[src/rtl/slasm_pkg.sv]
// Shared types and constants for the serial line assembler.
// No dependencies.
package slasm_pkg;

	localparam logic [1:0] CMD_BYTE    = 2'd0;
	localparam logic [1:0] CMD_READ    = 2'd1;
	localparam logic [1:0] CMD_RX_OVF  = 2'd2;
	localparam logic [1:0] CMD_RECOVER = 2'd3;

	localparam logic [1:0] ERR_NONE = 2'd0;
	localparam logic [1:0] ERR_LINE = 2'd1;
	localparam logic [1:0] ERR_RX   = 2'd2;

	localparam logic [7:0] CH_BS       = 8'h08;
	localparam logic [7:0] CH_DEL      = 8'h7F;
	localparam logic [7:0] CH_CR       = 8'h0D;
	localparam logic [7:0] CH_LF       = 8'h0A;
	localparam logic [7:0] CH_PRINT_LO = 8'd32;
	localparam logic [7:0] CH_PRINT_HI = 8'd126;

	typedef struct packed {
		logic [1:0]  command;
		logic [7:0]  data_byte;
		logic [15:0] read_limit;
	} in_item_t;

	typedef struct packed {
		logic [7:0]  out_char;
		logic        char_valid;
		logic        last;
		logic        read_status;
		logic        line_avail;
		logic [5:0]  line_length;
		logic        fault_flag;
		logic [1:0]  fault_code;
		logic [15:0] fault_count;
	} out_item_t;

	// classified request handed from front to back
	typedef struct packed {
		logic [1:0]  command;
		logic        is_eol;
		logic        is_bs;
		logic        is_print;
		logic [7:0]  data_byte;
		logic [15:0] limit_m1;
	} op_t;

endpackage

[src/rtl/slasm_chan_if.sv]
// Valid/ready channel carrying one request payload.
// Payload type comes from slasm_pkg.
interface slasm_chan_if #(parameter type T = slasm_pkg::in_item_t);
	logic valid;
	logic ready;
	T     data;

	modport source (output valid, output data, input ready);
	modport sink   (input valid, input data, output ready);
endinterface

[src/rtl/slasm_front.sv]
// Front end: accepts input requests, classifies them, two-entry queue to the back end.
// Depends on slasm_pkg and slasm_chan_if.
module slasm_front (
	input  logic              clk,
	input  logic              arst_n,
	slasm_chan_if.sink        in_ch,
	output logic              op_valid,
	input  logic              op_ready,
	output slasm_pkg::op_t    op
);

	slasm_pkg::op_t fifo_q [2];
	logic           wr_ptr_q;
	logic           rd_ptr_q;
	logic [1:0]     fill_q;
	slasm_pkg::op_t cls;
	logic           push;
	logic           pop;

	always_comb begin
		cls.command   = in_ch.data.command;
		cls.data_byte = in_ch.data.data_byte;
		cls.is_eol    = in_ch.data.data_byte inside {slasm_pkg::CH_CR, slasm_pkg::CH_LF};
		cls.is_bs     = in_ch.data.data_byte inside {slasm_pkg::CH_BS, slasm_pkg::CH_DEL};
		cls.is_print  = in_ch.data.data_byte inside
			{[slasm_pkg::CH_PRINT_LO:slasm_pkg::CH_PRINT_HI]};
		// limit zero behaves as limit one
		cls.limit_m1  = (in_ch.data.read_limit == 16'd0) ? 16'd0
			: in_ch.data.read_limit - 16'd1;
	end

	assign in_ch.ready = (fill_q != 2'd2);
	assign push        = in_ch.valid && in_ch.ready;
	assign op_valid    = (fill_q != 2'd0);
	assign pop         = op_valid && op_ready;
	assign op          = fifo_q[rd_ptr_q];

	always_ff @(posedge clk) begin
		if (push) begin
			fifo_q[wr_ptr_q] <= cls;
		end
	end

	always_ff @(posedge clk or negedge arst_n) begin
		if (!arst_n) begin
			wr_ptr_q <= 1'b0;
			rd_ptr_q <= 1'b0;
			fill_q   <= 2'd0;
		end else begin
			if (push) begin
				wr_ptr_q <= ~wr_ptr_q;
			end
			if (pop) begin
				rd_ptr_q <= ~rd_ptr_q;
			end
			if (push && !pop) begin
				fill_q <= fill_q + 2'd1;
			end else if (pop && !push) begin
				fill_q <= fill_q - 2'd1;
			end
		end
	end

endmodule

[src/rtl/slasm_back.sv]
// Back end: line state, line memory, read streaming and result register.
// Depends on slasm_pkg and slasm_chan_if.
module slasm_back #(
	parameter int LINE_SIZE = 64
) (
	input  logic              clk,
	input  logic              arst_n,
	input  logic              op_valid,
	output logic              op_ready,
	input  slasm_pkg::op_t    op,
	slasm_chan_if.source      out_ch
);

	localparam int DEPTH = LINE_SIZE - 1;
	localparam int AW    = (DEPTH > 1) ? $clog2(DEPTH) : 1;
	localparam int CW    = $clog2(LINE_SIZE);
	localparam logic [CW-1:0] FULL = CW'(DEPTH);

	logic [7:0]    mem [DEPTH];

	logic [CW-1:0] cnt_q, cnt_d;
	logic          rdy_q, rdy_d;
	logic          errf_q, errf_d;
	logic [1:0]    errc_q, errc_d;
	logic [15:0]   errn_q, errn_d;

	logic          stream_q, stream_d;
	logic [CW-1:0] idx_q, idx_d;
	logic [CW-1:0] n_q, n_d;

	logic          v_s1;
	logic          char_s1;
	logic          last_s1;
	logic          status_s1;
	logic [7:0]    rd_s1;

	logic                 o_v_q;
	slasm_pkg::out_item_t o_q;

	logic          en1, en2;
	logic          ld_v, ld_char, ld_last, ld_status, rd_en, wr_en;
	logic [CW-1:0] idx_inc;
	logic [15:0]   cnt_ext;
	logic [CW+5:0] len_ext;

	assign en2      = !o_v_q || out_ch.ready;
	assign en1      = !v_s1 || en2;
	assign op_ready = en1 && !stream_q;
	assign idx_inc  = idx_q + CW'(1);
	assign cnt_ext  = {{(16 - CW){1'b0}}, cnt_q};
	assign len_ext  = {6'd0, cnt_q};

	always_comb begin
		cnt_d     = cnt_q;
		rdy_d     = rdy_q;
		errf_d    = errf_q;
		errc_d    = errc_q;
		errn_d    = errn_q;
		stream_d  = stream_q;
		idx_d     = idx_q;
		n_d       = n_q;
		ld_v      = 1'b0;
		ld_char   = 1'b0;
		ld_last   = 1'b1;
		ld_status = 1'b0;
		rd_en     = 1'b0;
		wr_en     = 1'b0;
		if (stream_q) begin
			ld_v    = 1'b1;
			ld_char = 1'b1;
			rd_en   = 1'b1;
			ld_last = (idx_inc == n_q);
			idx_d   = idx_inc;
			if (idx_inc == n_q) begin
				stream_d = 1'b0;
			end
		end else if (op_valid) begin
			ld_v = 1'b1;
			case (op.command)
				slasm_pkg::CMD_BYTE: begin
					if (!rdy_q) begin
						if (op.is_eol) begin
							rdy_d = 1'b1;
						end else if (op.is_bs) begin
							if (cnt_q != '0) begin
								cnt_d = cnt_q - CW'(1);
							end
						end else if (op.is_print) begin
							if (cnt_q >= FULL) begin
								cnt_d  = '0;
								errf_d = 1'b1;
								errc_d = slasm_pkg::ERR_LINE;
								errn_d = errn_q + 16'd1;
							end else begin
								wr_en = 1'b1;
								cnt_d = cnt_q + CW'(1);
							end
						end
					end
				end
				slasm_pkg::CMD_READ: begin
					if (!rdy_q) begin
						ld_status = 1'b1;
					end else begin
						cnt_d = '0;
						rdy_d = 1'b0;
						if (op.limit_m1 < cnt_ext) begin
							n_d = op.limit_m1[CW-1:0];
						end else begin
							n_d = cnt_q;
						end
						if (n_d != '0) begin
							ld_v     = 1'b0;
							stream_d = 1'b1;
							idx_d    = '0;
						end
					end
				end
				slasm_pkg::CMD_RX_OVF: begin
					cnt_d  = '0;
					rdy_d  = 1'b0;
					errf_d = 1'b1;
					errc_d = slasm_pkg::ERR_RX;
					errn_d = errn_q + 16'd1;
				end
				slasm_pkg::CMD_RECOVER: begin
					cnt_d  = '0;
					rdy_d  = 1'b0;
					errf_d = 1'b0;
					errc_d = slasm_pkg::ERR_NONE;
					errn_d = 16'd0;
				end
				default: begin
				end
			endcase
		end
	end

	always_ff @(posedge clk) begin
		if (en1 && wr_en) begin
			mem[cnt_q[AW-1:0]] <= op.data_byte;
		end
		if (en1 && rd_en) begin
			rd_s1 <= mem[idx_q[AW-1:0]];
		end
	end

	always_ff @(posedge clk or negedge arst_n) begin
		if (!arst_n) begin
			cnt_q    <= '0;
			rdy_q    <= 1'b0;
			errf_q   <= 1'b0;
			errc_q   <= slasm_pkg::ERR_NONE;
			errn_q   <= 16'd0;
			stream_q <= 1'b0;
			idx_q    <= '0;
			n_q      <= '0;
			v_s1     <= 1'b0;
		end else if (en1) begin
			cnt_q    <= cnt_d;
			rdy_q    <= rdy_d;
			errf_q   <= errf_d;
			errc_q   <= errc_d;
			errn_q   <= errn_d;
			stream_q <= stream_d;
			idx_q    <= idx_d;
			n_q      <= n_d;
			v_s1     <= ld_v;
		end
	end

	always_ff @(posedge clk) begin
		if (en1) begin
			char_s1   <= ld_char;
			last_s1   <= ld_last;
			status_s1 <= ld_status;
		end
	end

	// state fields are sampled as the request leaves s1; state only moves when s1 refills
	always_ff @(posedge clk) begin
		if (en2 && v_s1) begin
			o_q.out_char    <= char_s1 ? rd_s1 : 8'd0;
			o_q.char_valid  <= char_s1;
			o_q.last        <= last_s1;
			o_q.read_status <= status_s1;
			o_q.line_avail  <= rdy_q;
			o_q.line_length <= len_ext[5:0];
			o_q.fault_flag  <= errf_q;
			o_q.fault_code  <= errc_q;
			o_q.fault_count <= errn_q;
		end
	end

	always_ff @(posedge clk or negedge arst_n) begin
		if (!arst_n) begin
			o_v_q <= 1'b0;
		end else if (en2) begin
			o_v_q <= v_s1;
		end
	end

	assign out_ch.valid = o_v_q;
	assign out_ch.data  = o_q;

endmodule

[src/rtl/serial_line_assembler.sv]
// Serial line assembler top level: front queue plus back end.
// Depends on slasm_pkg, slasm_chan_if, slasm_front, slasm_back.
//
// in_ch carries one request per handshake: a received byte, a read, a receiver
// overflow event or a recover. out_ch carries results; every request gives one
// result, except a read of a ready line, which gives one result per character
// copied (at most read_limit-1), with last set on the final one, or one result
// if none is. One request per cycle is sustained while out_ch is ready and no
// read streams; a read streams its characters at one per cycle from the line
// memory read port while out_ch is ready, after a setup step. A two-deep
// request queue decouples input from the back end, and a result register lets
// input keep flowing for a few requests while out_ch stalls. When the receiver
// stalls, the result is held and the back end halts; the queue fills and
// in_ch.ready then drops. Reset clears the line and error state; the line
// memory is not cleared and needs no clearing pass.
module serial_line_assembler #(
	parameter int LINE_SIZE = 64
) (
	input  logic         clk,
	input  logic         arst_n,
	slasm_chan_if.sink   in_ch,
	slasm_chan_if.source out_ch
);

	logic           op_valid;
	logic           op_ready;
	slasm_pkg::op_t op;

	slasm_front u_front (
		.clk      (clk),
		.arst_n   (arst_n),
		.in_ch    (in_ch),
		.op_valid (op_valid),
		.op_ready (op_ready),
		.op       (op)
	);

	slasm_back #(
		.LINE_SIZE (LINE_SIZE)
	) u_back (
		.clk      (clk),
		.arst_n   (arst_n),
		.op_valid (op_valid),
		.op_ready (op_ready),
		.op       (op),
		.out_ch   (out_ch)
	);

endmodule

[src/flat_wrapper.sv]
// flat-port wrapper written by rule: the top's interface ports become plain ports
module serial_line_assembler_flat 
#(
	parameter int LINE_SIZE = 64
)
  (clk, arst_n, in_ch_valid, in_ch_data, in_ch_ready, out_ch_valid, out_ch_data, out_ch_ready);
  slasm_chan_if #(.T(slasm_pkg::in_item_t)) in_ch_i ();
  slasm_chan_if #(.T(slasm_pkg::out_item_t)) out_ch_i ();
  input  logic clk;
  input  logic arst_n;
  input wire logic [$bits(in_ch_i.valid)-1:0] in_ch_valid;
  input wire logic [$bits(in_ch_i.data)-1:0] in_ch_data;
  output wire logic [$bits(in_ch_i.ready)-1:0] in_ch_ready;
  output wire logic [$bits(out_ch_i.valid)-1:0] out_ch_valid;
  output wire logic [$bits(out_ch_i.data)-1:0] out_ch_data;
  input wire logic [$bits(out_ch_i.ready)-1:0] out_ch_ready;
  assign in_ch_i.valid = in_ch_valid;
  assign in_ch_i.data = in_ch_data;
  assign in_ch_ready = in_ch_i.ready;
  assign out_ch_valid = out_ch_i.valid;
  assign out_ch_data = out_ch_i.data;
  assign out_ch_i.ready = out_ch_ready;
  serial_line_assembler #(.LINE_SIZE(LINE_SIZE)) u_core (.clk(clk), .arst_n(arst_n), .in_ch(in_ch_i), .out_ch(out_ch_i));
endmodule
[config.mk]
export PLATFORM = sky130hd
export DESIGN_NAME = serial_line_assembler_flat
export DESIGN_NICKNAME = d
export VERILOG_FILES = /design/src/rtl/slasm_pkg.sv /design/src/rtl/slasm_chan_if.sv /design/src/rtl/slasm_front.sv /design/src/rtl/slasm_back.sv /design/src/rtl/serial_line_assembler.sv /design/src/flat_wrapper.sv
export SDC_FILE = /design/constraint.sdc
export NUM_CORES = 1
export LEC_CHECK = 0
export BUFFER_PORTS_ARGS = -buffer_cell sky130_fd_sc_hd__buf_4
export CAP_MARGIN = 10
export CELL_PAD_IN_SITES_DETAIL_PLACEMENT = 1
export CELL_PAD_IN_SITES_GLOBAL_PLACEMENT = 1
export CORE_MARGIN = 2
export CORE_UTILIZATION = 51
export CTS_BUF_LIST = sky130_fd_sc_hd__clkbuf_4
export DETAILED_ROUTE_END_ITERATION = 8
export PLACE_DENSITY_LB_ADDON = 0.1
export SETUP_SLACK_MARGIN = 0.4
export SLEW_MARGIN = 20
export SYNTH_ARGS = -nofsm -noshare
export SYNTH_HDL_FRONTEND = slang
export SYNTH_SLANG_ARGS = --single-unit
export TNS_END_PERCENT = 100
[constraint.sdc]
create_clock -name clk -period 2.7 [get_ports clk]
set_input_delay 0.54 -clock clk [delete_from_list [all_inputs] [get_ports clk]]
set_output_delay 0.54 -clock clk [all_outputs]
set_load 0.05 [all_outputs]
==> impl_metrics.py <==
metrics = {
    "status": {
        "run_status": "completed",
    },
    "power": {
        "netSwitchingFraction": 0.3424,
        "vdd_ir_drop_max_v": 0.001045,
        "internal_power_mw": 22.37,
        "pwr-share-seq": 0.393,
        "clkPwrFrac": 0.257,
        "switchingPower_mw": 11.65,
        "pwr-share-comb": 0.350,
        "power_density_nw_per_um2": 1045,
        "p_leak_nw": 11.19,
    },
    "global_route": {
        "grt_pass1_vias": 16645,
        "antenna_found_initial": 2,
        "grt_pass1_wl_um": 108500,
        "grt_overflow_total": 0,
        "grtUsageTotal": 0.2817,
        "grt_max_degree": 64,
    },
    "timing": {
        "slew_violations": 0,
        "tns_ns": 0,
        "setup_viol": 0,
        "layout_worst_path_cycle_share": 0.9621,
        "whs_ns": 0.07534,
        "max_freq_ghz": 0.3850,
        "tightest_slew_ns": 0.9163,
        "finClkSkew_ns": 0.04020,
        "rsz0062_at_grt": "yes",
        "fin_crit_ns": 2.598,
        "slew_headroom": 0.3892,
        "hold_viol": 0,
    },
    "synthesis": {
        "ys_seq_area_frac": 0.7362,
        "yosysTopAreaCellShare": 0.6935,
        "muxShareOfSynthArea": 0.1212,
        "synth_top_family_by_area": "multiplexers",
        "synth_seq_cells": 655,
        "synth_compound_area_frac": 0.05131,
        "synth.yosys.warnings": 0,
        "netlist_area_um2": 26410,
        "ys_types": 67,
        "synth_fp_nets": 1504,
        "synth_edf_count": 610,
        "synth-xor-area-share": 0.007959,
        "yosys-top-cells-area": "edfxtp_1 69%, mux4_2 9.6%, dfrtp_1 4.3%",
        "yosys.area.top_type": "edfxtp_1",
        "synth_ff_type": "edfxtp_1",
        "syn_area_per_cell_um2": 18.07,
        "syn_inst": 1462,
        "synth-simple-area-share": 0.05888,
        "synthAdderAreaFrac": 0.005685,
        "async_reset_ff_frac": 0.06870,
    },
    "worst_setup_path": {
        "cp.arrival_ns": 3.27,
        "worstSetupStartpointType": "flop",
        "crit_slowest_cell": "or4b_4",
        "slowest_delay_ns": 0.55,
        "endpoint_kind": "flop",
        "cp_cell_sequence": "or3b_4 > a21oi_2 > or4b_4 > or2_4 > buf_12 > nor2_4",
        "critical_path_class": "reg2reg",
        "r2r_cells": 6,
        "cp_max_fo": 8,
        "critPathRequiredTime_ns": 3.37,
    },
    "cells_and_area": {
        "nets": 1875,
        "regArea_um2": 19460,
        "fillCellCount": 4614,
        "final_util": 0.6344,
        "multi_input_area_um2": 7219,
        "fin_area_um2": 32550,
        "area_growth_pct": 23.22,
        "stdcell_count": 2650,
        "drive_gt1_frac": 0.4031,
    },
    "placed_design": {
        "io_buffers": 68,
        "post-place-cells": 2278,
        "routabilityCongestion": 0.8655,
        "place_area_um2": 29070,
        "dp_hpwl_um": 44260,
    },
    "routing": {
        "routedWlPerCell_um": 27.36,
        "detail_route.wirelength_um": 72500,
        "dr.pass1.iters": 5,
        "vias": 15715,
        "ant_nets": 0,
        "drc": 0,
        "drt_iter0_drc": 1315,
        "vias_per_cell": 5.930,
    },
    "cts": {
        "cts-root-buf": "clkbuf_4",
        "clk_pin_slew_ns": 0.07,
        "cts_tree": "yes",
        "clkLatencyLatePin_ns": 1.03,
        "cts_max_level": 4,
        "cts_made_buffers": 166,
        "cts_buffer_depth": 3,
        "clkSinkCount": 655,
    },
    "floorplanning": {
        "die_x_um": 231.6,
        "ios": 69,
        "die-area_um2": 53620,
        "rows": 83,
        "coreArea_um2": 51300,
        "die_y_um": 231.6,
        "initial_core_util": 0.5148,
    },
    "min_path": {
        "hold_path_class": "in2async",
    },
    "flow_run": {
        "drv_cap": 0,
    },
}
## metrics by stage
step,setup slack [ns],power (mW)
5_1_grt,0.01130,35.43
3_5_place_dp,0.02025,24.08
4_1_cts,0.1168,34.10
6_report,0.1024,34.02
2_1_floorplan,0.1305,19.73
3_3_place_gp,0.05524,23.84
## final timing paths
kind | startpoint | end | slack [ns]
hold / removal | arst_n | u_core.u_back.errf_q$_DFFE_PN0P_ | 0.08
hold reg to reg | u_core.u_back.status_s1$_SDFFCE_PP0N_ | u_core.u_back.out_ch.data[26]$_DFFE_PP_ | 0.43
max in group asynchronous | arst_n | u_core.u_back.idx_q[0]$_DFFE_PN0P_ | 2.16
setup reg to reg | u_core.u_front.rd_ptr_q$_DFFE_PN0P_ | u_core.u_back.mem[38][5]$_DFFE_PP_ | 0.10
min in group clk | in_ch_data[5] | u_core.u_front.fifo_q[0][6]$_DFFE_PP_ | 0.14
setup / recovery | u_core.u_front.rd_ptr_q$_DFFE_PN0P_ | u_core.u_back.mem[38][5]$_DFFE_PP_ | 0.10
## worst max-delay path, delay by kind of cell (launching register included)
| kind | cells | cell delay (ns) |
|---|---|---|
| DFF | 1 | 0.48 |
| AOI/OAI and AO/OA | 1 | 0.15 |
| buffers and inverters | 1 | 0.16 |
| and+or+nand+nor | 4 | 1.45 |
## per-layer routing
metal,up-vias,global-route usage,routed length (µm)
met2,635,0.4453,35380
met5,-,0,0
met1,8160,0.3804,30020
met3,143,0.07357,4874
met4,0,0.1030,2229
li1,6777,-,-
## synth_stat cells (15+ instances only)
library cell,n
inv_1,17
nor3_1,18
mux2_2,26
nand2b_1,16
clkbuf_1,30
nand3_1,24
mux2i_1,37
o22ai_1,23
a21oi_1,20
a211oi_1,15
o31ai_1,23
o21ai_0,30
a22oi_1,23
edfxtp_1,610
dfrtp_1,45
nor2_1,100
mux4_2,112
nand2_1,58
## cell type report
type / count / area share
flip-flops and latches: 655 / 0.5978
multi-input cells: 713 / 0.2218
repair buffers: 278 / 0.08381
clock buffers: 249 / 0.05744
well taps: 680 / 0.02614
clock inverters: 51 / 0.01030
inverters: 19 / 0.002268
diodes: 5 / 0.0003845
## placed cells by master (no fill, tap or decap), types with 7 or more instances in the layout
master,n
edfxtp_1,610
clkbuf_4,249
buf_4,183
mux4_2,112
nand2_1,57
nor2_1,53
nor2_4,42
dfrtp_1,39
mux2i_1,34
dlygate4sd3_1,32
clkinv_1,31
o21ai_0,27
buf_12,27
buf_6,26
o31ai_1,23
nand3_1,22
mux2_2,18
inv_1,17
o22ai_1,16
nor3_1,15
nand2b_1,15
and2_1,12
xor2_1,12
xnor2_1,12
a21oi_1,12
a22oi_1,12
nor4_1,11
a22oi_2,11
nand4_1,10
clkinv_2,10
mux2_4,9
a21o_1,9
and3_1,9
nor2b_1,8
a211oi_2,8
nor2_2,8
ha_1,8
a21oi_2,7
a211oi_1,7
o22ai_2,7
## flip-flops by register name, summed over array words and instances, names as in the netlist
name                        count
u_core.u_back.mem             504
u_core.u_front.fifo_q          58
u_core.u_back.out_ch.data      37
u_core.u_back.errn_q           16
u_core.u_back.rd_s1             8
u_core.u_back.cnt_q             6
u_core.u_back.idx_q             6
u_core.u_back.n_q               6
u_core.u_back.errc_q            2
u_core.u_front.fill_q           2
u_core.u_back.char_s1           1
u_core.u_back.errf_q            1
u_core.u_back.last_s1           1
u_core.u_back.out_ch.valid      1
u_core.u_back.rdy_q             1
u_core.u_back.status_s1         1
u_core.u_back.stream_q          1
u_core.u_back.v_s1              1
u_core.u_front.rd_ptr_q         1
u_core.u_front.wr_ptr_q         1
## power groups by stage
stage          logic [mW]  clock network (mW)  registers, mW
6_report             11.9                8.74           13.4
5_1_grt              12.6                9.45           13.4
4_1_cts              11.8                8.93           13.4
3_5_place_dp         10.5                   0           13.6
3_3_place_gp         10.3                   0           13.6
2_1_floorplan        6.11                   0           13.6
## cell families (layout without fill, tap and decap cells)
kind of cell,Yosys count,in the layout
DFF,655,655
xor gates and xnor gates,24,24
adders and majority gates,12,12
buffers and inverters,94,597
other,0,5
muxes,176,176
AOI/OAI and AO/OA,191,191
and+or+nand+nor,310,310
## repair_timing
item / in CTS / in global routing
hold endpoints to repair: 106 / 0
pin swaps: 33 / 9
setup endpoints to repair: 544 / 577
gates cloned: 4 / 0
gates resized for setup: 109 / 7
setup buffers: 30 / 1
hold buffers: 32 / 0
Note: power is estimated with default switching activity, not from simulation.
